<file path="config.mk">
export PLATFORM = sky130hd
export DESIGN_NAME = mfsf_ctrl
export DESIGN_NICKNAME = d
export VERILOG_FILES = /design/src/mfsf_pkg.sv /design/src/mfsf_ctrl.sv
export SDC_FILE = /design/constraint.sdc
export NUM_CORES = 1
export LEC_CHECK = 0
export BUFFER_PORTS_ARGS = -buffer_cell sky130_fd_sc_hd__buf_2
export CAP_MARGIN = 25
export CORE_UTILIZATION = 35
export DETAILED_ROUTE_END_ITERATION = 12
export SLEW_MARGIN = 20
export SYNTH_ARGS = -nofsm -noshare
export SYNTH_HDL_FRONTEND = slang
export SYNTH_SLANG_ARGS = --single-unit
</file>
<file path="constraint.sdc">
create_clock -name clock -period 2.4 [get_ports clock]
set_clock_uncertainty 0.2 [all_clocks]
set_input_delay 0.24 -clock clock [delete_from_list [all_inputs] [get_ports clock]]
set_output_delay 0.24 -clock clock [all_outputs]
set_load 0.005 [all_outputs]
</file>
<file path="src/mfsf_pkg.sv">
// mfsf_pkg: shared types and constants for the most frequent symbol finder
// controller state, command and status groups between controller and datapath
// no dependencies
package mfsf_pkg;

   localparam int unsigned SYMBOL_W     = 8;
   localparam int unsigned COUNT_OUT_W  = 13;
   localparam int unsigned SHARE_W      = 17;
   localparam int unsigned DIV_STEPS    = 17;
   localparam int unsigned DIV_CNT_W    = 5;
   localparam logic [SYMBOL_W-1:0] SPACE_CODE = 8'd32;

   typedef enum logic [2:0] {
      ST_COLLECT,
      ST_DRAIN,
      ST_SCAN,
      ST_SCAN_END,
      ST_DIV,
      ST_DONE
   } state_type;

   typedef struct packed {
      logic count_en;
      logic scan_start;
      logic scan_issue;
      logic div_step;
      logic div_first;
      logic load_result;
   } cmd_type;

   typedef struct packed {
      logic scan_last;
   } status_type;

endpackage

</file>
<file path="src/mfsf_ctrl.sv">
// mfsf_ctrl: sequencing state machine for collect, scan, divide and result load
// depends on mfsf_pkg; drives the datapath through cmd_type, reads status_type
module mfsf_ctrl (
   input  logic                 clock,
   input  logic                 reset,
   input  logic                 req_valid,
   input  logic                 req_last,
   output logic                 req_stall,
   output logic                 rsp_valid,
   input  logic                 rsp_stall,
   output mfsf_pkg::cmd_type    cmd,
   input  mfsf_pkg::status_type status
);
   import mfsf_pkg::*;

   state_type              state_ff, state_in;
   logic [DIV_CNT_W-1:0]   div_cnt_ff, div_cnt_in;
   logic                   rsp_valid_ff, rsp_valid_in;
   logic                   out_busy;

   assign out_busy = rsp_valid_ff && rsp_stall;

   // next state
   always_comb begin
      state_in = state_ff;
      unique case (state_ff)
         ST_COLLECT: begin
            if (req_valid && req_last) state_in = ST_DRAIN;
         end
         ST_DRAIN:    state_in = ST_SCAN;
         ST_SCAN: begin
            if (status.scan_last) state_in = ST_SCAN_END;
         end
         ST_SCAN_END: state_in = ST_DIV;
         ST_DIV: begin
            if (div_cnt_ff == DIV_CNT_W'(DIV_STEPS - 1)) state_in = ST_DONE;
         end
         ST_DONE: begin
            if (!out_busy) state_in = ST_COLLECT;
         end
         default:     state_in = ST_COLLECT;
      endcase
   end

   // outputs
   always_comb begin
      cmd       = '0;
      req_stall = 1'b1;
      unique case (state_ff)
         ST_COLLECT: begin
            req_stall    = 1'b0;
            cmd.count_en = req_valid;
         end
         ST_DRAIN:    cmd.scan_start = 1'b1;
         ST_SCAN:     cmd.scan_issue = 1'b1;
         ST_SCAN_END: cmd = '0;
         ST_DIV: begin
            cmd.div_step  = 1'b1;
            cmd.div_first = (div_cnt_ff == '0);
         end
         ST_DONE:     cmd.load_result = !out_busy;
         default:     cmd = '0;
      endcase
   end

   always_comb begin
      div_cnt_in = div_cnt_ff;
      if (state_ff == ST_SCAN_END) begin
         div_cnt_in = '0;
      end else if (state_ff == ST_DIV) begin
         div_cnt_in = div_cnt_ff + 1'b1;
      end
   end

   always_comb begin
      rsp_valid_in = rsp_valid_ff;
      if (cmd.load_result) begin
         rsp_valid_in = 1'b1;
      end else if (!rsp_stall) begin
         rsp_valid_in = 1'b0;
      end
   end

   always_ff @(posedge clock) begin
      if (reset) begin
         state_ff     <= ST_COLLECT;
         div_cnt_ff   <= '0;
         rsp_valid_ff <= 1'b0;
      end else begin
         state_ff     <= state_in;
         div_cnt_ff   <= div_cnt_in;
         rsp_valid_ff <= rsp_valid_in;
      end
   end

   assign rsp_valid = rsp_valid_ff;

`ifndef SYNTHESIS
   a_last_goes_to_drain: assert property (@(posedge clock) disable iff (reset)
      (req_valid && !req_stall && req_last) |=> (state_ff == ST_DRAIN))
      else $error("last transaction did not start the drain step");

   a_load_into_free_output: assert property (@(posedge clock) disable iff (reset)
      cmd.load_result |-> !(rsp_valid_ff && rsp_stall))
      else $error("result loaded over a pending transaction");

   a_stall_unless_collecting: assert property (@(posedge clock) disable iff (reset)
      (state_ff != ST_COLLECT) |-> req_stall)
      else $error("input taken outside the collect state");
`endif

endmodule

</file>
==> impl_metrics.yaml, run 1 <==
sta:
  rsz0062_at_grt: "false"
  tightest_slew_ps: 418
  fin_hold_ws_ps: 10.6
  finalCriticalPeriod_ps: 1950
  slew_viol_final: 0
  max_slew_margin: 0.721
  setup_viol: 0
  fmax_mhz: 513
  fin_tns_setup_ps: 0
  hold_viol_final: 0
  finalCritPeriodShare: 0.813
job:
  max_cap_viol_count: 0
synth:
  synthCells: 58
  syn-num-nets: 66
  syn-cell-area_um2: 537
  yosys.area_share.simple: 0.298
  ys.warnings.count: 0
  netlist-cell-type-count: 27
  muxShareOfSynthArea: 0.0559
  synth_fa_ha_area_frac: 0.0466
  synthDominantCellAreaShare: 0.336
  synth-seq-area-share: 0.336
  post_synth_main_area_contributors: "dfxtp_1 34%, mux2i_1 5.6%, xnor2_1 4.9%"
  synth_compound_area_frac: 0.107
  synthXorXnorAreaFrac: 0.0490
  synth_top_family_by_area: "simple AND/OR/NAND/NOR gates"
  postSynthAreaPerCell_um2: 9.25
  yosysTopAreaCell: "dfxtp_1"
  ys_ff_latch: 9
die:
  die_h_um: 41.2
  core_area_mm2: 0.00137
  io_pins: 14
  die-area_mm2: 0.00169
  die_x_um: 41.2
  fp-row-count: 13
  start_util: 0.393
global_route:
  grt_use_total: 0.175
  grt_max_degree: 13
  grt_antenna_before_repair: 0
  grt_pass1_wl_um: 1830
  grt-ovfl-total: 0
  grt_pass1_vias: 407
clock_tree:
  cts_tree: "built"
  cts_root_buffer: "clkbuf_4"
  clock_sinks: 9
  clk-insertion-delay-late_ps: 260
  htreeDepth: 1
  path_clk_slew_ps: 70
  clockBufferDepth: 2
  cts.hold.buffers_added: 0
  post_cts_resized: 0
  postCtsSetupRepairBufs: 0
  cts_buffers: 3
setup_path:
  crit_family: "simple AND/OR/NAND/NOR gates"
  crit_start: "div_cnt_ff[0]$_SDFFE_PP0N_"
  rr_startpoint: "div_cnt_ff[0]$_SDFFE_PP0N_"
  required_ps: 1960
  cp_num_buf_inv: 2
  reg2regPathDepth: 5
  crit_fanout: 4
  worstSetupPathType: "flip-flop to output pin"
  path_cells: "inv_1 > ha_1 > or3b_1 > nor3b_1 > buf_2"
  worstPathArrival_ps: 1510
  cp_slowest_cell: "or3b_1"
  reg2reg_slack_ps: 790
  timing.rr.end: "state_ff[0]$_SDFFE_PP0P_"
  cp-end-kind: "output pin"
  slowest_delay_ps: 380
  start_kind: "flip-flop"
power_and_ir_drop:
  ir_drop_uv: 243
  leakagePower_nw: 0.270
  powerDensity_mw_per_mm2: 556
placement:
  placedInstanceArea_um2: 586
  gp_congestion: 0.688
  hpwl_um: 754
  io_buffers: 13
routing:
  dr_total_vias: 440
  drc: 0
  routed_via_density: 5.12
  drtAntennaViolNets: 0
  drtPass1Iterations: 4
  avgRoutedWirePerCell_um: 12.1
  drt_wl_total_um: 1040
  drt_iter0_markers: 6
layout:
  fin_area_um2: 612
  drive_above_1_share: 0.282
  n_antenna_cell: 0
  nets: 80
  area_growth_pct: 14.0
worst_hold_path:
  min_path_cells: 2
  min_from: "reset"
  hold-path-endpoint: "rsp_valid$_SDFFE_PP0P_"
  hold_path.class: "input port to flip-flop"
status:
  status: "complete, no violations"
worst max-delay path by stage:
stage | endpoint | cells past startpoint
floorplan | cmd[1] | 4
global placement | cmd[1] | 5
detailed placement | cmd[1] | 5
CTS | cmd[1] | 5
global route | cmd[1] | 5
finish | cmd[1] | 5
worst reg2reg max path, cell delays in order, from the launching register on:
cell,delay [ps]
dfxtp_1,350
inv_1,80
ha_1,130
or3b_1,380
o32a_1,330
o32ai_2,90
registers in the layout, summed over array words and instances (netlist names):
name and count:
div_cnt_ff 5, state_ff 3, rsp_valid 1
per-layer routing:
| layer | vias up | share of wire | track usage |
|---|---|---|---|
| met5 | - | 0 | 0 |
| met4 | 0 | 0.012 | 0.0968 |
| met3 | 2 | 0.053 | 0.0815 |
| met2 | 12 | 0.44 | 0.242 |
| met1 | 197 | 0.50 | 0.220 |
| li1 | 229 | - | - |
cell families after synthesis:
kind of cell               count (synthesis)
and+or+nand+nor                           24
AOI/OAI and AO/OA                          7
buffers and inverters                     10
xor gates and xnor gates                   3
adders and majority gates                  2
muxes                                      3
DFF                                        9
layout make-up:
class / count / area, µm²
tap: 15 / 18.8
clock buffer: 4 / 26.3
fill: 151 / 754
sequential: 9 / 180
inverter: 6 / 22.5
timing repair buffer: 13 / 65.1
multi-input combinational: 39 / 299
where the power goes:
group / internal, mW / switching [mW]
registers: 0.154 / 0.0155
clock network: 0.0641 / 0.0563
logic: 0.0294 / 0.0204
cells in the mapped netlist:
| cell type | number |
|---|---|
| nor3b_4 | 1 |
| buf_4 | 1 |
| nor2b_1 | 1 |
| a21oi_1 | 3 |
| nand3b_1 | 3 |
| or3b_1 | 1 |
| nand3_1 | 3 |
| or3_2 | 1 |
| buf_2 | 1 |
| nor3_1 | 1 |
| nand2_1 | 2 |
| nand4_1 | 1 |
| xnor2_1 | 3 |
| and3_1 | 1 |
| nor2_1 | 4 |
| o32a_1 | 1 |
| a211oi_1 | 1 |
| o32ai_2 | 1 |
| buf_6 | 2 |
| mux2i_1 | 3 |
| nor3b_1 | 3 |
| or3_1 | 1 |
| and4bb_2 | 1 |
| inv_1 | 6 |
| dfxtp_1 | 9 |
| ha_1 | 2 |
| a211o_1 | 1 |
through the flow:
step,instances,util,power [mW],worst slack [ps]
after floorplan,58,-,0.208,879
after global placement,82,0.429,0.223,733
after detailed placement,82,0.429,0.223,734
after CTS,86,0.448,0.341,441
after global routing,86,0.448,0.362,291
final,86,0.448,0.340,449
placed cells by master (no fill, tap or decap), types with 2 or more instances in the layout:
cell type and instances:
a21oi_1 3, nand2_1 2, inv_1 6, mux2i_1 3, nor2_1 4, dfxtp_1 9
nor3b_1 3, nand3_1 3, buf_2 13, xnor2_1 3, clkbuf_4 3, ha_1 2
nand3b_1 3
No activity file was read; power rests on OpenSTA's default activity.
==> run 2, diff against run 1 <==
Settings changed: ABC_AREA from default to 1.
Clock period 2.4 ns to 1.6 ns, I/O delays scaled along.
==> run 2 against run 1 <==
  * Worst hold slack improved by 170 ps
  * Clock power is 49% higher
  * Count of clock-buffer cells in the layout unchanged
  * Sequential share of layout area fell by 2.2 points
  * Largest cell class unchanged
  * Synthesized cell count rose by 40%
  * Cell count is 34% higher
  * Global-route usage decreased by 1.5 points
  * Critical endpoint unchanged
  * Via count rose by 19%
  * Non-clock buffer count rose by 3
==> impl_metrics.yaml, run 2 <==
layout:
  multiInputGateArea_um2: 304
  final_util: 0.504
  area_growth_pct: 27.3
  drive_above_1_share: 0.330
  layout_commonest_cell: "nand2_1"
  seq_area_um2: 188
  largest_register_ffs: 5
  n_fill_cell: 142
  final_cell_mix: "16 x nand2_1, 13 x nor2_1, 13 x buf_2"
  n_antenna_cell: 0
  nets: 109
  regMostFlops: "div_cnt_ff"
die:
  fp-row-count: 13
  die_h_um: 41.3
  io_pins: 14
  core_area_mm2: 0.00137
  die_x_um: 41.3
  start_util: 0.396
  die-area_mm2: 0.00171
clock_tree:
  clk-insertion-delay-late_ps: 260
  clockBufferDepth: 2
  htreeDepth: 1
  clock_sinks: 9
  cts_buffers: 3
  cts_tree: "built"
  path_clk_slew_ps: 60
  cts_root_buffer: "clkbuf_4"
sta:
  max_slew_margin: 0.858
  fmax_mhz: 668
  finalCritPeriodShare: 0.935
  slew_viol_final: 0
  finalCriticalPeriod_ps: 1500
  fin_ws_ps: 104
  setup_viol: 0
  tightest_slew_ps: 211
  hold_viol_final: 0
routing:
  drc: 0
  drt_iter0_markers: 10
  drtAntennaViolNets: 0
  routed_via_density: 4.55
  drtPass1Iterations: 4
  dr_total_vias: 523
  drt_wl_total_um: 1020
  avgRoutedWirePerCell_um: 8.83
setup_path:
  crit_start: "state_ff[0]$_SDFFE_PP0P_"
  start_kind: "flip-flop"
  reg2regPathDepth: 9
  required_ps: 1240
  timing.rr.end: "state_ff[0]$_SDFFE_PP0P_"
  rr_startpoint: "div_cnt_ff[1]$_SDFFE_PP0N_"
  crit_fanout: 5
  worstSetupPathType: "flip-flop to output pin"
  worstPathArrival_ps: 1140
  cp-end-kind: "output pin"
  reg2reg_slack_ps: 220
status:
  status: "complete, no violations"
placement:
  io_buffers: 13
  gp_congestion: 0.756
  hpwl_um: 786
  dp_worst_setup_slack_ps: 210
global_route:
  grt_antenna_before_repair: 0
  grt_use_total: 0.160
  grt_pass1_vias: 397
  grt-ovfl-total: 0
  grt_pass1_wl_um: 1650
  grt_max_degree: 8
worst_hold_path:
  hold_path.class: "input port to flip-flop"
  min_from: "req_last"
  hold-path-endpoint: "state_ff[2]$_SDFFE_PP0P_"
  min_path_cells: 7
synth:
  ys.flop_type: "dfxtp_1"
  synthTopCellsByCount: "16 x nand2_1, 15 x nor2_1, 13 x inv_1"
  synthDominantCellAreaShare: 0.333
  netlist-cell-type-count: 19
  synth_edf_count: 0
  syn-num-nets: 89
  async_flop_share: 0
  post_synth_main_area_contributors: "dfxtp_1 33%, nand2_1 11%, nor2_1 10%"
  postSynthAreaPerCell_um2: 6.67
  yosysTopAreaCell: "dfxtp_1"
  syn-cell-area_um2: 541
  synth_most_common_cell: "nand2_1"
  synth-seq-area-share: 0.333
  synthCells: 81
  ys_ff_latch: 9
  ys.warnings.count: 0
power_and_ir_drop:
  ir_drop_uv: 859
  powerDensity_mw_per_mm2: 1640
  leakagePower_nw: 0.379
job:
  max_cap_viol_count: 0
==> run 2: power by group <==
| part | leakage [nW] | switching, mW | internal [mW] | total (mW) |
|---|---|---|---|---|
| clock network | 0.0150 | 0.0824 | 0.0962 | 0.179 |
| registers | 0.0751 | 0.0696 | 0.294 | 0.364 |
| logic | 0.289 | 0.347 | 0.238 | 0.585 |
| total | 0.379 | 0.499 | 0.628 | 1.13 |
==> run 2: worst max path at each step <==
stage / to / slack, ps / cells after the start
floorplan: div_cnt_ff[2]$_SDFFE_PP0N_ / 330 / 6
global placement: state_ff[2]$_SDFFE_PP0P_ / 220 / 7
detailed placement: state_ff[0]$_SDFFE_PP0P_ / 210 / 9
CTS: cmd[0] / 10 / 6
global route: cmd[5] / -3 / 6
finish: cmd[1] / 100 / 4
==> run 2: logic make-up after synthesis <==
group | count (synthesis) | share of synthesized area
buf+inv | 16 | 0.118
fa+ha+maj | 2 | 0.0463
flops | 9 | 0.333
compound gates | 9 | 0.0926
simple gates | 45 | 0.410
==> run 2: worst max-delay path, stage by stage (launching register included) <==
cell and delay, ps:
dfxtp_2 340, inv_2 90, nand3_1 130, nor3_1 180, buf_2 140
==> run 2: what timing repair did <==
| action | CTS | global route |
|---|---|---|
| hold endpoints to repair | 4 | 0 |
| pin swaps | 0 | 1 |
| endpoints found under the setup margin | 1 | 4 |
| buffers inserted | 0 | 1 |
| gates resized for setup | 1 | 10 |
| hold buffers | 2 | 0 |
==> run 2: area by class of cell <==
type | count | share of cell area
multi-input cells | 56 | 0.442
well taps | 15 | 0.0273
repair buffers | 16 | 0.135
inverters | 15 | 0.0855
flip-flops and latches | 9 | 0.273
clock buffers | 4 | 0.0382
==> run 2: through the flow <==
step                      setup TNS [ps]  area (µm²)  hold slack, ps  cells  total power, mW
final                                  0         688             177    115             1.13
after detailed placement               0         617             159    108            0.897
after floorplan                        0         541            29.1     81            0.746
after global placement                 0         617             157    108            0.888
after CTS                              0         664             180    114             1.09
after global routing               -3.47         688             241    115             1.27
==> run 2: metal layers <==
metal  track usage  wire length (µm)
met5             0                 0
met4        0.0968                13
met3        0.0957                62
met2         0.203               407
met1         0.202               531
==> run 3, diff against run 2 <==
Settings changed: ABC_AREA 1 to default.
==> run 3 against run 2 <==
  * Highest routed layer unchanged
  * The flow now finishes with violations (negative setup slack)
  * Non-clock buffer count is 10 higher
  * First-iteration DRC count down 30%
  * Sequential cell count unchanged
==> impl_metrics.yaml, run 3 (synthesis results as in run 1) <==
routing:
  drt_iter0_markers: 7
  dr_total_vias: 489
  drc: 0
  wl_met3_um: 58
  routed_via_density: 4.94
  met2_length_um: 526
  dr.max_layer_used: "met4"
  drt-met1-wl_um: 573
  drtPass1Iterations: 2
  avgRoutedWirePerCell_um: 11.8
  drt_wl_total_um: 1170
  drtAntennaViolNets: 0
layout:
  final_util: 0.538
  instances_no_fill: 99
  area_growth_pct: 37.1
  drive_above_1_share: 0.464
  layout_commonest_cell: "buf_2"
  final_cell_mix: "13 x buf_2, 12 x buf_4, 5 x inv_1, 5 x dfxtp_1, 4 x nor2_1"
  regMostFlops: "div_cnt_ff"
  nets: 93
  n_antenna_cell: 0
  largest_register_ffs: 5
power_and_ir_drop:
  seqPwrFrac: 0.462
  powerDensity_mw_per_mm2: 734
  leakagePower_nw: 0.342
  p_sw_mw: 0.142
  ir_drop_uv: 510
  total_power_mw: 0.540
  switching_share: 0.264
  p_int_mw: 0.398
  pwr-share-clk: 0.329
  power.share.combinational: 0.209
clock_tree:
  cts_root_buffer: "clkbuf_4"
  path_clk_slew_ps: 60
  clockBufferDepth: 2
  cts_tree: "built"
  cts_buffers: 3
  htreeDepth: 1
  clock_sinks: 9
  clk-insertion-delay-late_ps: 270
global_route:
  grt_pass1_wl_um: 1840
  grt_pass1_vias: 427
  grt_antenna_before_repair: 0
  grt-ovfl-total: 0
  grt_use_total: 0.175
  grt_max_degree: 13
sta:
  slew_viol_final: 0
  fmax_mhz: 570
  rsz0062_at_grt: "true"
  tightest_slew_ps: 266
  max_slew_margin: 0.822
  finalCritPeriodShare: 1.10
  setup_viol: 2
  finalCriticalPeriod_ps: 1760
  fin_tns_setup_ps: -169
  hold_viol_final: 0
  fin_ws_ps: -155
setup_path:
  reg2regPathDepth: 5
  required_ps: 1240
  start_kind: "flip-flop"
  timing.rr.end: "state_ff[0]$_SDFFE_PP0P_"
  worstSetupPathType: "flip-flop to output pin"
  worstPathArrival_ps: 1400
  cp-end-kind: "output pin"
  reg2reg_slack_ps: -10
  rr_startpoint: "div_cnt_ff[0]$_SDFFE_PP0N_"
  crit_fanout: 2
placement:
  io_buffers: 13
  hpwl_um: 795
  gp_congestion: 0.746
  dp.cells: 87
die:
  die-area_mm2: 0.00169
  start_util: 0.393
  core_area_mm2: 0.00137
  io_pins: 14
  die_x_um: 41.2
  die_h_um: 41.2
  fp-row-count: 13
status:
  violations: "negative setup slack"
  status: "finished, violations left"
worst_hold_path:
  hold_path.class: "input port to flip-flop"
  min_from: "rsp_stall"
  min_path_cells: 3
  hold-path-endpoint: "rsp_valid$_SDFFE_PP0P_"
job:
  max_cap_viol_count: 0
run 3: changes by cell type in the layout (fill, tap and decap cells not counted), moves of 4 or more:
cell	before	now
nor2_1	13	4
o21ai_0	4	0
inv_1	11	5
buf_4	1	12
nand2_1	16	2
run 3: worst max path at each step:
stage                                from                  endpoint  cells past startpoint  slack [ps]
6_report       div_cnt_ff[0]$_SDFFE_PP0N_                    cmd[1]                      5        -160
5_1_grt        div_cnt_ff[1]$_SDFFE_PP0N_                    cmd[1]                      5        -200
4_1_cts        div_cnt_ff[0]$_SDFFE_PP0N_                    cmd[1]                      5        -170
3_5_place_dp   div_cnt_ff[0]$_SDFFE_PP0N_                    cmd[1]                      5          70
3_3_place_gp   div_cnt_ff[0]$_SDFFE_PP0N_                    cmd[1]                      5          50
2_1_floorplan  div_cnt_ff[0]$_SDFFE_PP0N_  state_ff[0]$_SDFFE_PP0P_                      5         100
run 3: layout make-up:
type / count / area, µm²
Fill cell: 139 / 631
Tap cell: 15 / 18.8
Clock buffer: 4 / 26.3
Sequential cell: 9 / 193
Multi-Input combinational cell: 39 / 310
Inverter: 6 / 22.5
Timing Repair Buffer: 26 / 165
run 3: metal layers:
layer | GRT usage | vias to the layer above
met5 | 0 | -
met4 | 0.0484 | 0
met3 | 0.0815 | 2
met2 | 0.273 | 9
met1 | 0.214 | 225
li1 | - | 253
run 3: metrics by stage:
stage          hold WS, ps  instance area, µm²  setup slack (ps)
3_5_place_dp           215                 623              73.8
5_1_grt               60.1                 736              -205
4_1_cts               31.1                 711              -165
2_1_floorplan         29.1                 537               101
3_3_place_gp           209                 623              54.8
6_report              38.0                 736              -155
run 3: repair_timing:
action / CTS / global route
gates resized for setup: 10 / 1
pin swaps: 2 / 1
setup buffers: 4 / 3
setup endpoints to repair: 5 / 4
hold endpoints to repair: 4 / 0
hold buffers: 1 / 0
run 3: power by group through the flow:
stage	combinational, mW	sequential [mW]	clock (mW)
final	0.113	0.250	0.178
after floorplan	0.0697	0.242	0
after detailed placement	0.0844	0.258	0
after global routing	0.126	0.252	0.192
after global placement	0.0837	0.258	0
after CTS	0.0999	0.251	0.183
run 3: worst max-delay path, cell delays in order (launching register included):
cell	delay, ps
dfxtp_2	320
inv_2	40
ha_1	120
or3b_4	370
nor3b_2	160
buf_2	130
